File: src/rgb_led_pulse_encoder_core_defines.svh
// ---------------------------------------------------------------------------
// Assertion macros shared by the pulse encoder RTL
// ---------------------------------------------------------------------------
`ifndef RGB_LED_PULSE_ENCODER_CORE_DEFINES_SVH
`define RGB_LED_PULSE_ENCODER_CORE_DEFINES_SVH

// Consequent must hold in the same cycle as the antecedent.
`define RLPE_ASSERT_NOW(label, clk, rst_n, ante, cons) \
    label: assert property (@(posedge clk) disable iff (!rst_n) (ante) |-> (cons)) \
        else $error("rlpe: same-cycle check failed");

// Consequent must hold in the cycle after the antecedent.
`define RLPE_ASSERT_NEXT(label, clk, rst_n, ante, cons) \
    label: assert property (@(posedge clk) disable iff (!rst_n) (ante) |=> (cons)) \
        else $error("rlpe: next-cycle check failed");

`endif

File: src/rlpe_pkg.sv
// ---------------------------------------------------------------------------
// rlpe_pkg
// Types and constants of the single-wire RGB LED pulse encoder.
// ---------------------------------------------------------------------------
`timescale 1ns / 1ps
`default_nettype none

package rlpe_pkg;

    localparam int WORD_BITS   = 24;
    localparam int QUEUE_DEPTH = 2;
    localparam int BIT_IDX_W   = $clog2(WORD_BITS);

    localparam logic [8:0] FULL_SCALE = 9'd256;

    // configuration register indexes
    localparam logic [2:0] CFG_BRIGHTNESS    = 3'd0;
    localparam logic [2:0] CFG_ONE_HIGH_LEN  = 3'd1;
    localparam logic [2:0] CFG_ONE_LOW_LEN   = 3'd2;
    localparam logic [2:0] CFG_ZERO_HIGH_LEN = 3'd3;
    localparam logic [2:0] CFG_ZERO_LOW_LEN  = 3'd4;
    localparam logic [2:0] CFG_RESET_GAP_LEN = 3'd5;

    typedef struct packed {
        logic [7:0] red;
        logic [7:0] green;
        logic [7:0] blue;
        logic       last_pixel;
    } pixel_t;

    typedef struct packed {
        logic        line_level;
        logic [15:0] duration;
        logic        is_gap;
        logic        last_segment;
    } segment_t;

    // scaled GRB word handed from front to back
    typedef struct packed {
        logic [WORD_BITS-1:0] word;
        logic                 last_pixel;
    } word_item_t;

    // segment timing registers used by the serialiser
    typedef struct packed {
        logic [9:0]  one_high_len;
        logic [9:0]  one_low_len;
        logic [9:0]  zero_high_len;
        logic [9:0]  zero_low_len;
        logic [15:0] reset_gap_len;
    } timing_cfg_t;

endpackage

`default_nettype wire

File: src/rgb_led_pulse_encoder_core.sv
// A pixel passes the front register, the word queue and the serialiser state
// before its first segment. One segment per cycle while segment_stall is low; the
// serialiser starts the next queued word behind the final segment.
// Reset: rst_n clears all control state and loads the register reset values;
// no clearing pass, the block takes pixels in the first cycle after reset.
// ---------------------------------------------------------------------------
// rgb_led_pulse_encoder_core
// Top level: configuration registers, front scaler, word queue, serialiser.
// ---------------------------------------------------------------------------
`timescale 1ns / 1ps
`default_nettype none

module rgb_led_pulse_encoder_core (
    input  wire logic               clk,
    input  wire logic               rst_n,
    input  wire logic               pixel_valid,
    output logic                    pixel_stall,
    input  wire rlpe_pkg::pixel_t   pixel,
    output logic                    segment_valid,
    input  wire logic               segment_stall,
    output rlpe_pkg::segment_t      segment,
    input  wire logic               cfg_valid,
    output logic                    cfg_ready,
    input  wire logic [2:0]         cfg_index,
    input  wire logic [15:0]        cfg_data
);

    logic [8:0]            brightness_reg;
    rlpe_pkg::timing_cfg_t timing_reg;
    logic                  q_full;
    logic                  push;
    rlpe_pkg::word_item_t  push_item;
    logic                  pop;
    logic                  head_valid;
    rlpe_pkg::word_item_t  head_item;

    assign cfg_ready = 1'b1;

    // unknown indexes drop the request
    always_ff @(posedge clk or negedge rst_n)
    begin
        if (!rst_n)
        begin
            brightness_reg           <= 9'd256;
            timing_reg.one_high_len  <= 10'd11;
            timing_reg.one_low_len   <= 10'd3;
            timing_reg.zero_high_len <= 10'd4;
            timing_reg.zero_low_len  <= 10'd11;
            timing_reg.reset_gap_len <= 16'd50;
        end
        else if (cfg_valid && cfg_ready)
        begin
            unique case (cfg_index)
                rlpe_pkg::CFG_BRIGHTNESS:    brightness_reg           <= cfg_data[8:0];
                rlpe_pkg::CFG_ONE_HIGH_LEN:  timing_reg.one_high_len  <= cfg_data[9:0];
                rlpe_pkg::CFG_ONE_LOW_LEN:   timing_reg.one_low_len   <= cfg_data[9:0];
                rlpe_pkg::CFG_ZERO_HIGH_LEN: timing_reg.zero_high_len <= cfg_data[9:0];
                rlpe_pkg::CFG_ZERO_LOW_LEN:  timing_reg.zero_low_len  <= cfg_data[9:0];
                rlpe_pkg::CFG_RESET_GAP_LEN: timing_reg.reset_gap_len <= cfg_data;
                default:
                begin
                end
            endcase
        end
    end

    rlpe_front u_front (
        .clk         (clk),
        .rst_n       (rst_n),
        .pixel_valid (pixel_valid),
        .pixel_stall (pixel_stall),
        .pixel       (pixel),
        .brightness  (brightness_reg),
        .q_full      (q_full),
        .push        (push),
        .push_item   (push_item)
    );

    rlpe_queue u_queue (
        .clk        (clk),
        .rst_n      (rst_n),
        .push       (push),
        .push_item  (push_item),
        .pop        (pop),
        .full       (q_full),
        .head_valid (head_valid),
        .head_item  (head_item)
    );

    rlpe_back u_back (
        .clk           (clk),
        .rst_n         (rst_n),
        .head_valid    (head_valid),
        .head_item     (head_item),
        .pop           (pop),
        .timing        (timing_reg),
        .segment_valid (segment_valid),
        .segment_stall (segment_stall),
        .segment       (segment)
    );

endmodule

`default_nettype wire

File: src/rlpe_front.sv
// ---------------------------------------------------------------------------
// rlpe_front
// Takes pixel requests, scales each colour by brightness, packs GRB.
// ---------------------------------------------------------------------------
`timescale 1ns / 1ps
`default_nettype none

module rlpe_front (
    input  wire logic                clk,
    input  wire logic                rst_n,
    input  wire logic                pixel_valid,
    output logic                     pixel_stall,
    input  wire rlpe_pkg::pixel_t    pixel,
    input  wire logic [8:0]          brightness,
    input  wire logic                q_full,
    output logic                     push,
    output rlpe_pkg::word_item_t     push_item
);

    logic                 f_valid_reg;
    logic                 f_valid_next;
    rlpe_pkg::word_item_t f_item_reg;
    rlpe_pkg::word_item_t f_item_next;
    logic [8:0]           factor;
    logic [16:0]          prod_r;
    logic [16:0]          prod_g;
    logic [16:0]          prod_b;
    logic                 take;

    // anything above full scale saturates to full
    assign factor = brightness[8] ? rlpe_pkg::FULL_SCALE : brightness;

    assign prod_r = {9'd0, pixel.red}   * {8'd0, factor};
    assign prod_g = {9'd0, pixel.green} * {8'd0, factor};
    assign prod_b = {9'd0, pixel.blue}  * {8'd0, factor};

    assign push        = f_valid_reg && !q_full;
    assign pixel_stall = f_valid_reg && q_full;
    assign take        = pixel_valid && !pixel_stall;
    assign push_item   = f_item_reg;

    always_comb
    begin
        f_valid_next = f_valid_reg;
        if (take)
        begin
            f_valid_next = 1'b1;
        end
        else if (push)
        begin
            f_valid_next = 1'b0;
        end
        f_item_next.word       = {prod_g[15:8], prod_r[15:8], prod_b[15:8]};
        f_item_next.last_pixel = pixel.last_pixel;
    end

    always_ff @(posedge clk or negedge rst_n)
    begin
        if (!rst_n)
        begin
            f_valid_reg <= 1'b0;
        end
        else
        begin
            f_valid_reg <= f_valid_next;
        end
    end

    always_ff @(posedge clk)
    begin
        if (take)
        begin
            f_item_reg <= f_item_next;
        end
    end

endmodule

`default_nettype wire

File: src/rlpe_queue.sv
// ---------------------------------------------------------------------------
// rlpe_queue
// Short FIFO of packed words between the front and the serialiser.
// ---------------------------------------------------------------------------
`timescale 1ns / 1ps
`default_nettype none
`include "rgb_led_pulse_encoder_core_defines.svh"

module rlpe_queue (
    input  wire logic                 clk,
    input  wire logic                 rst_n,
    input  wire logic                 push,
    input  wire rlpe_pkg::word_item_t push_item,
    input  wire logic                 pop,
    output logic                      full,
    output logic                      head_valid,
    output rlpe_pkg::word_item_t      head_item
);

    localparam int PTR_W = $clog2(rlpe_pkg::QUEUE_DEPTH);
    localparam int CNT_W = $clog2(rlpe_pkg::QUEUE_DEPTH + 1);
    localparam logic [CNT_W-1:0] DEPTH_CNT = CNT_W'(rlpe_pkg::QUEUE_DEPTH);
    localparam logic [PTR_W-1:0] LAST_PTR  = PTR_W'(rlpe_pkg::QUEUE_DEPTH - 1);

    rlpe_pkg::word_item_t entry_reg [rlpe_pkg::QUEUE_DEPTH];
    logic [PTR_W-1:0]     wr_ptr_reg;
    logic [PTR_W-1:0]     wr_ptr_next;
    logic [PTR_W-1:0]     rd_ptr_reg;
    logic [PTR_W-1:0]     rd_ptr_next;
    logic [CNT_W-1:0]     count_reg;
    logic [CNT_W-1:0]     count_next;

    assign full       = (count_reg == DEPTH_CNT);
    assign head_valid = (count_reg != '0);
    assign head_item  = entry_reg[rd_ptr_reg];

    always_comb
    begin
        wr_ptr_next = wr_ptr_reg;
        rd_ptr_next = rd_ptr_reg;
        count_next  = count_reg;
        if (push)
        begin
            wr_ptr_next = (wr_ptr_reg == LAST_PTR) ? '0 : wr_ptr_reg + 1'b1;
        end
        if (pop)
        begin
            rd_ptr_next = (rd_ptr_reg == LAST_PTR) ? '0 : rd_ptr_reg + 1'b1;
        end
        if (push && !pop)
        begin
            count_next = count_reg + 1'b1;
        end
        else if (pop && !push)
        begin
            count_next = count_reg - 1'b1;
        end
    end

    always_ff @(posedge clk or negedge rst_n)
    begin
        if (!rst_n)
        begin
            wr_ptr_reg <= '0;
            rd_ptr_reg <= '0;
            count_reg  <= '0;
        end
        else
        begin
            wr_ptr_reg <= wr_ptr_next;
            rd_ptr_reg <= rd_ptr_next;
            count_reg  <= count_next;
        end
    end

    always_ff @(posedge clk)
    begin
        if (push)
        begin
            entry_reg[wr_ptr_reg] <= push_item;
        end
    end

    `RLPE_ASSERT_NOW(a_no_pop_empty, clk, rst_n, pop, head_valid)
    `RLPE_ASSERT_NOW(a_no_push_full, clk, rst_n, push, !full)
    `RLPE_ASSERT_NOW(a_count_bound, clk, rst_n, 1'b1, count_reg <= DEPTH_CNT)

endmodule

`default_nettype wire

File: src/rlpe_back.sv
// ---------------------------------------------------------------------------
// rlpe_back
// Serialiser: turns each packed word into high/low segments and latch gap.
// ---------------------------------------------------------------------------
`timescale 1ns / 1ps
`default_nettype none
`include "rgb_led_pulse_encoder_core_defines.svh"

module rlpe_back (
    input  wire logic                  clk,
    input  wire logic                  rst_n,
    input  wire logic                  head_valid,
    input  wire rlpe_pkg::word_item_t  head_item,
    output logic                       pop,
    input  wire rlpe_pkg::timing_cfg_t timing,
    output logic                       segment_valid,
    input  wire logic                  segment_stall,
    output rlpe_pkg::segment_t         segment
);

    localparam logic [1:0] ST_IDLE = 2'd0;
    localparam logic [1:0] ST_HIGH = 2'd1;
    localparam logic [1:0] ST_LOW  = 2'd2;
    localparam logic [1:0] ST_GAP  = 2'd3;

    localparam int IDX_W = rlpe_pkg::BIT_IDX_W;
    localparam logic [IDX_W-1:0] TOP_IDX = IDX_W'(rlpe_pkg::WORD_BITS - 1);

    logic [1:0]                      state_reg;
    logic [1:0]                      state_next;
    logic [rlpe_pkg::WORD_BITS-1:0]  word_reg;
    logic [rlpe_pkg::WORD_BITS-1:0]  word_next;
    logic                            last_reg;
    logic                            last_next;
    logic [IDX_W-1:0]                idx_reg;
    logic [IDX_W-1:0]                idx_next;
    logic                            seg_valid_reg;
    logic                            seg_valid_next;
    rlpe_pkg::segment_t              seg_reg;
    rlpe_pkg::segment_t              seg_next;
    logic                            advance;
    logic                            busy;
    logic                            finishing;
    logic                            bit_one;

    function automatic logic [15:0] at_least_one(input logic [15:0] v);
        at_least_one = (v == 16'd0) ? 16'd1 : v;
    endfunction

    assign advance   = !seg_valid_reg || !segment_stall;
    assign busy      = (state_reg != ST_IDLE);
    assign bit_one   = word_reg[rlpe_pkg::WORD_BITS-1];
    assign finishing = (state_reg == ST_GAP)
                    || (state_reg == ST_LOW && idx_reg == '0 && !last_reg);
    assign pop       = advance && head_valid && (!busy || finishing);

    assign segment_valid = seg_valid_reg;
    assign segment       = seg_reg;

    // segment for the current state
    always_comb
    begin
        seg_next = '0;
        unique case (state_reg)
            ST_HIGH:
            begin
                seg_next.line_level = 1'b1;
                seg_next.duration   = at_least_one({6'd0, bit_one ? timing.one_high_len
                                                                 : timing.zero_high_len});
            end
            ST_LOW:
            begin
                seg_next.duration     = at_least_one({6'd0, bit_one ? timing.one_low_len
                                                                   : timing.zero_low_len});
                seg_next.last_segment = (idx_reg == '0) && !last_reg;
            end
            ST_GAP:
            begin
                seg_next.duration     = at_least_one(timing.reset_gap_len);
                seg_next.is_gap       = 1'b1;
                seg_next.last_segment = 1'b1;
            end
            default:
            begin
                seg_next = '0;
            end
        endcase
    end

    always_comb
    begin
        state_next     = state_reg;
        word_next      = word_reg;
        last_next      = last_reg;
        idx_next       = idx_reg;
        seg_valid_next = seg_valid_reg;
        if (advance)
        begin
            seg_valid_next = busy;
            unique case (state_reg)
                ST_HIGH:
                begin
                    state_next = ST_LOW;
                end
                ST_LOW:
                begin
                    if (idx_reg != '0)
                    begin
                        state_next = ST_HIGH;
                        word_next  = {word_reg[rlpe_pkg::WORD_BITS-2:0], 1'b0};
                        idx_next   = idx_reg - 1'b1;
                    end
                    else if (last_reg)
                    begin
                        state_next = ST_GAP;
                    end
                    else
                    begin
                        state_next = ST_IDLE;
                    end
                end
                ST_GAP:
                begin
                    state_next = ST_IDLE;
                end
                default:
                begin
                    state_next = ST_IDLE;
                end
            endcase
            // load the next word straight behind the final segment
            if (pop)
            begin
                state_next = ST_HIGH;
                word_next  = head_item.word;
                last_next  = head_item.last_pixel;
                idx_next   = TOP_IDX;
            end
        end
    end

    always_ff @(posedge clk or negedge rst_n)
    begin
        if (!rst_n)
        begin
            state_reg     <= ST_IDLE;
            seg_valid_reg <= 1'b0;
            idx_reg       <= '0;
            last_reg      <= 1'b0;
        end
        else
        begin
            state_reg     <= state_next;
            seg_valid_reg <= seg_valid_next;
            idx_reg       <= idx_next;
            last_reg      <= last_next;
        end
    end

    always_ff @(posedge clk)
    begin
        word_reg <= word_next;
        if (advance && busy)
        begin
            seg_reg <= seg_next;
        end
    end

    `RLPE_ASSERT_NOW(a_gap_on_last_bit, clk, rst_n, state_reg == ST_GAP,
        idx_reg == '0 && last_reg)
    `RLPE_ASSERT_NEXT(a_high_then_low, clk, rst_n, advance && state_reg == ST_HIGH,
        state_reg == ST_LOW && segment_valid && segment.line_level)
    `RLPE_ASSERT_NOW(a_gap_shape, clk, rst_n, segment_valid && segment.is_gap,
        segment.last_segment && !segment.line_level)

endmodule

`default_nettype wire

File: config.mk
export PLATFORM = sky130hd
export DESIGN_NAME = rgb_led_pulse_encoder_core
export DESIGN_NICKNAME = d
export VERILOG_FILES = /design/src/rlpe_pkg.sv /design/src/rgb_led_pulse_encoder_core.sv /design/src/rlpe_front.sv /design/src/rlpe_queue.sv /design/src/rlpe_back.sv
export VERILOG_INCLUDE_DIRS = /design/src /design/src/src
export SDC_FILE = /design/constraint.sdc
export NUM_CORES = 1
export LEC_CHECK = 0
export BUFFER_PORTS_ARGS = -buffer_cell sky130_fd_sc_hd__buf_2
export CORE_ASPECT_RATIO = 0.8
export CORE_UTILIZATION = 66
export DETAILED_ROUTE_END_ITERATION = 12
export PLACE_DENSITY = 0.93
export SLEW_MARGIN = 15
export SYNTH_ARGS = -nofsm -noshare
export SYNTH_HDL_FRONTEND = slang
export SYNTH_SLANG_ARGS = --single-unit
File: constraint.sdc
create_clock -name clk -period 15.6 [get_ports clk]
set_clock_uncertainty 0.05 [all_clocks]
set_input_delay 1.56 -clock clk [delete_from_list [all_inputs] [get_ports clk]]
set_output_delay 1.56 -clock clk [all_outputs]
set_load 0.01 [all_outputs]
==> results of run 1 <==
==> critical path, cell delays in order (launching register included) <==
cell and delay, ns:
dfstp_2 0.95, nor2b_1 0.13, buf_4 0.27, and2_1 0.21, fa_1 0.51, inv_1 0.06, fa_1 0.55, fa_1 0.42
fa_1 0.49, inv_1 0.04, ha_1 0.32, and2_1 0.19, a221o_1 0.38, a221oi_2 0.43, o21ai_0 0.24, a21oi_1 0.22
xnor2_1 0.08
==> final timing paths <==
check                                startpoint                      end  slack, ns  cells past startpoint
setup / recovery              brightness_reg[8]     u_front.push_item[7]       9.80                     16
hold / removal             u_front.push_item[7]  u_queue.entry_reg[1][7]       0.39                      0
setup reg to reg              brightness_reg[8]     u_front.push_item[7]       9.80                     16
hold reg to reg            u_front.push_item[7]  u_queue.entry_reg[1][7]       0.39                      0
max in group asynchronous                 rst_n           timing_reg[11]      13.62                      1
min in group asynchronous                 rst_n           timing_reg[14]       1.23                      1
==> stage by stage <==
| step | instances | hold WS [ns] |
|---|---|---|
| global placement | 1548 | 0.374 |
| global route | 1580 | 0.398 |
| CTS | 1580 | 0.391 |
| detailed placement | 1548 | 0.381 |
| finish | 1580 | 0.395 |
| floorplan | 1237 | 0.371 |
==> routing by layer <==
layer	global-route usage (%)	wire length, µm	share of wire [%]
met1	38.5	12400	41
met5	0	0	0
met4	9.45	697	2.3
met3	6.42	2270	7.5
met2	47.9	14700	49
==> power by group <==
group | switching, µW | leakage [µW] | total [µW] | internal, µW
logic | 797 | 0.00486 | 1360 | 560
registers | 99.0 | 0.00205 | 956 | 857
clock network | 189 | 0.000299 | 441 | 252
total | 1090 | 0.00720 | 2750 | 1670
==> cell families (layout without fill, tap and decap cells) <==
kind of cell	Yosys count	after routing
AND/OR/NAND/NOR	366	366
AO/OA/AOI/OAI	91	91
buffers and inverters	212	286
XOR/XNOR	39	39
multiplexers	109	109
flip-flops	197	197
other	1	1
adder cells (fa/ha/maj)	222	222
==> cells in the final DEF (no fill, tap or decap), types with 27 or more instances in the layout <==
cell type / instances
and2_1: 161
mux2i_1: 41
nand2_1: 96
dfrtp_1: 66
buf_2: 68
mux2_2: 68
ha_1: 102
edfxtp_1: 118
xnor2_1: 27
nor2_1: 32
inv_1: 171
fa_1: 120
==> cell type report <==
cell class / instances / area, µm² / share of cell area (%)
Multi-Input combinational cell: 828 / 7840 / 50.9
Sequential cell: 197 / 5540 / 35.9
Inverter: 172 / 646 / 4.19
Clock buffer: 22 / 517 / 3.35
Timing Repair Buffer: 82 / 445 / 2.89
Tap cell: 269 / 337 / 2.18
Clock inverter: 10 / 90.1 / 0.585
==> flow_summary.json, run 1 <==
{
  "status": "complete, but fails checks",
  "violations": "DRC",
  "stdcell_area_mm2": 0.0154,
  "synth_top_family_by_area": "adder cells",
  "synth-edff-count": 118,
  "synth_cell_types": 64,
  "dpl_cell_area_mm2": 0.0148,
  "start_util_pct": 68.0,
  "yosysSeqAreaShare_pct": 39.0,
  "num_io_pins": 71,
  "root_buffer": "clkbuf_16",
  "fp.coreArea_mm2": 0.0209,
  "fp-row-count": 47,
  "pwr_density_cell_mw_per_mm2": 179,
  "syn_avg_cell_area_um2": 11.5,
  "cp.required_ns": 15.74,
  "synth_xor_area_share_pct": 2.46,
  "io_buffers": 69,
  "grt_pass1_vias": 9884,
  "arrival_ns": 5.94,
  "setup_slack_ns": 9.80,
  "synth_flop_cell": "edfxtp_1",
  "finalHoldViolCount": 0,
  "grt_max_degree": 80,
  "synth_fa_ha_area_share_pct": 25.9,
  "power.total_uw": 2750,
  "synth_cells": 1237,
  "path_clk_slew_ns": 0.07,
  "holdCritPathClass": "reg2reg",
  "synth_compound_area_share_pct": 4.48,
  "die_w_um": 166,
  "yosys.area_share.simple_pct": 14.0,
  "largest_reg_flops": 56,
  "rsz0062_at_grt": "no",
  "synth.most_common_cell": "inv_1",
  "clockBufferDepth": 2,
  "grt_pass1_wl_um": 49800,
  "clock.fmax_ghz": 0.172,
  "ys_seq_elements": 197,
  "mappedNetlistArea_mm2": 0.0142,
  "groute.usage.overall_pct": 29.0,
  "crit_path_end_kind": "flip-flop",
  "worstMarginPinSlew_ns": 1.06,
  "yosys_warnings": 0,
  "n_antenna_cell": 0,
  "cts_tree": "done",
  "cp_max_fo": 34,
  "nets": 1569,
  "yosysTopAreaCellShare_pct": 24.9,
  "relSlewSlack_pct": 29.3,
  "muxShareOfSynthArea_pct": 8.28,
  "cts_made_buffers": 17,
  "wl_per_cell_um": 19.0,
  "die-area_mm2": 0.0221,
  "grt_antenna_before_repair": 0,
  "drt_iter0_drc": 891,
  "post_cts_resized": 0,
  "drive_gt1_share_pct": 16.6,
  "overflow": 0,
  "cp-start-kind": "flip-flop",
  "final_util_pct": 73.8,
  "cts_hold_buf": 0,
  "period_needed_ns": 5.81,
  "ant_nets": 0,
  "finalSetupTns_ns": 0,
  "post-dp-hpwl_um": 21000,
  "period_share_pct": 37.2,
  "async_flop_share_pct": 40.1,
  "synth_area_leaders": "edfxtp_1 (25%), fa_1 (17%), dfrtp_1 (12%)",
  "cts_setup_buffers": 0,
  "die_y_um": 133,
  "syn_nets": 1508,
  "yosysTopAreaCell": "edfxtp_1",
  "clkLatencyLatePin_ns": 0.44,
  "setup_viol": 0,
  "power.leakage_uw": 0.00720,
  "crit_type": "reg2reg",
  "place_ws_ns": 9.45,
  "wl_um": 30100,
  "fillers": 1227,
  "dr.pass1.iters": 9,
  "synthTopCellsByCount": "inv_1 (171), and2_1 (162), fa_1 (120), edfxtp_1 (118), ha_1 (102)",
  "htree_levels": 4,
  "vias_per_cell": 5.96,
  "cap_violations": 0,
  "max-vdd-ir-drop_uv": 104,
  "area_growth_pct": 8.47,
  "place_congestion": 0.890,
  "maxSlewViolCount": 0,
  "drcViolationCount": 1,
  "cts_sinks": 197,
  "num_vias": 9411
}
No activity file was read; power rests on OpenSTA's default activity.
==> run 2, diff against run 1 <==
--- a/config.mk
+++ b/config.mk
@@ -8,9 +8,9 @@
 export LEC_CHECK = 0
 export BUFFER_PORTS_ARGS = -buffer_cell sky130_fd_sc_hd__buf_2
 export CORE_ASPECT_RATIO = 0.8
-export CORE_UTILIZATION = 66
+export CORE_UTILIZATION = 57
 export DETAILED_ROUTE_END_ITERATION = 12
-export PLACE_DENSITY = 0.93
+export PLACE_DENSITY = 0.86
 export SLEW_MARGIN = 15
 export SYNTH_ARGS = -nofsm -noshare
 export SYNTH_HDL_FRONTEND = slang
==> constraint.sdc (replaced) <==
create_clock -name clk -period 4.86 [get_ports clk]
set_clock_uncertainty 0.05 [all_clocks]
set_input_delay 0.486 -clock clk [delete_from_list [all_inputs] [get_ports clk]]
set_output_delay 0.486 -clock clk [all_outputs]
set_load 0.01 [all_outputs]
==> run 2 against run 1 <==
  * The flow finishes with violations (setup timing)
  * Sequential share of layout area is 2.4 points lower
  * Design area up 7.2%
  * Hold slack got worse by 0.25 ns
  * Sequential power increased to 3.2 times the previous value
  * Utilization down 6.0 points
  * Wire length rose by 16%
  * Critical path depth grew 4
  * Clock power rose to 3.3 times the previous value
  * Register-to-register slack worse by 10 ns
  * Total power increased to 3.7 times the previous value
  * Critical path type unchanged
  * Critical endpoint is now u_front.push_item[23]
==> flow_summary.json, run 2 (synthesized netlist as in run 1, its figures left out) <==
{
  "status": "complete, but fails checks",
  "violations": "setup timing",
  "path_clk_slew_ns": 0.08,
  "pwr_density_cell_mw_per_mm2": 611,
  "cp-start-kind": "flip-flop",
  "post-dp-hpwl_um": 23500,
  "crit_path_end_kind": "flip-flop",
  "final_cell_mix": "inv_1 (163), and2_1 (146), edfxtp_1 (118)",
  "root_buffer": "clkbuf_16",
  "cp.required_ns": 5.00,
  "fp.coreArea_mm2": 0.0244,
  "cts_hold_buf": 0,
  "die_y_um": 143,
  "wl_um": 34800,
  "cp_max_fo": 5,
  "crit_type": "reg2reg",
  "relSlewSlack_pct": 30.0,
  "overflow": 0,
  "clock.fmax_ghz": 0.194,
  "setup_slack_ns": -0.299,
  "drive_gt1_share_pct": 26.3,
  "num_io_pins": 71,
  "area_growth_pct": 16.3,
  "cap_violations": 0,
  "grt_pass1_wl_um": 52900,
  "cts_tree": "done",
  "start_util_pct": 58.3,
  "largest_reg_flops": 56,
  "n_antenna_cell": 0,
  "arrival_ns": 5.30,
  "cts_made_buffers": 17,
  "maxSlewViolCount": 0,
  "clockBufferDepth": 2,
  "num_vias": 10000,
  "grt_pass1_vias": 10000,
  "drt_iter0_drc": 936,
  "cts_sinks": 197,
  "max-vdd-ir-drop_uv": 382,
  "period_share_pct": 106,
  "fp-row-count": 51,
  "dp.cells": 1653,
  "grt_max_degree": 80,
  "place_ws_ns": -0.398,
  "period_needed_ns": 5.16,
  "wl_per_cell_um": 20.4,
  "ant_nets": 0,
  "layout_commonest_cell": "inv_1",
  "vias_per_cell": 5.88,
  "drcViolationCount": 0,
  "power.leakage_uw": 0.00769,
  "finalHoldViolCount": 0,
  "setup_viol": 19,
  "layout.cells.non_filler": 1710,
  "io_buffers": 69,
  "crit_start": "brightness_reg[8]",
  "regToRegStartpoint": "brightness_reg[8]",
  "htree_levels": 4,
  "die_w_um": 178,
  "dr.pass1.iters": 5,
  "die-area_mm2": 0.0256,
  "nets": 1650,
  "place_congestion": 0.984,
  "groute.usage.overall_pct": 27.2,
  "worstMarginPinSlew_ns": 1.05,
  "rsz0062_at_grt": "yes",
  "grt_antenna_before_repair": 0,
  "clkLatencyLatePin_ns": 0.44,
  "holdCritPathClass": "in2async"
}
==> run 2: cell type report <==
type	count	area, µm²
tap	318	398
inverter	172	646
sequential	197	5540
clock buffer	17	425
multi-input combinational	828	8190
clock inverter	15	194
timing repair buffer	163	1130
fill	1613	7860
==> run 2: through the flow <==
step	cell area [µm²]	total power, µW	setup TNS, ns	utilization, %	hold WS, ns
2_1_floorplan	14300	6300	-0.259	-	0.140
6_report	16500	10100	-2.75	67.8	0.145
3_5_place_dp	15400	7810	-2.44	63.0	0.384
3_3_place_gp	15400	7490	-0.455	63.0	0.375
5_1_grt	16500	10700	-4.07	67.8	0.191
4_1_cts	16300	9560	-0.860	66.8	0.179
==> run 2: final timing paths <==
| kind | depth (start not counted) | slack (ns) | to |
|---|---|---|---|
| worst max-delay path | 20 | -0.30 | u_front.push_item[23] |
| worst min-delay path | 1 | 0.15 | timing_reg[52] |
| worst max register to register | 20 | -0.30 | u_front.push_item[23] |
| worst min register to register | 0 | 0.40 | u_queue.entry_reg[0][0] |
| max in group asynchronous | 1 | 3.97 | timing_reg[18] |
| min in group clk | 2 | 0.21 | u_front.f_valid_reg |
==> run 2: report_power, final <==
group	internal, µW	leakage, µW	switching, µW
clock network	715	0.000303	731
registers	2750	0.00205	332
logic	2500	0.00534	3070
==> run 2: timing repair <==
item,in CTS,in global routing
endpoints found under the setup margin,16,20
setup buffers,16,9
pin swaps,31,24
gates resized for setup,43,37
==> run 2: routing by layer <==
layer,part of all wire (%),global-route usage (%)
met5,0,0
met4,3.8,9.55
met3,8.3,5.78
met2,49,43.9
met1,39,36.4
==> run 2: worst max-delay path, cell delays in order, from the launching register on <==
cell and delay [ns]:
dfstp_2 0.58, buf_12 0.14, buf_6 0.10, nor2b_4 0.05
buf_6 0.12, buf_4 0.13, nand2_2 0.06, fa_1 0.44
fa_1 0.55, inv_1 0.05, fa_1 0.51, fa_1 0.47
ha_4 0.29, and3_4 0.19, buf_6 0.08, nand4_1 0.27
a21o_1 0.31, a31oi_2 0.17, buf_4 0.16, a21oi_2 0.06
xnor2_1 0.13
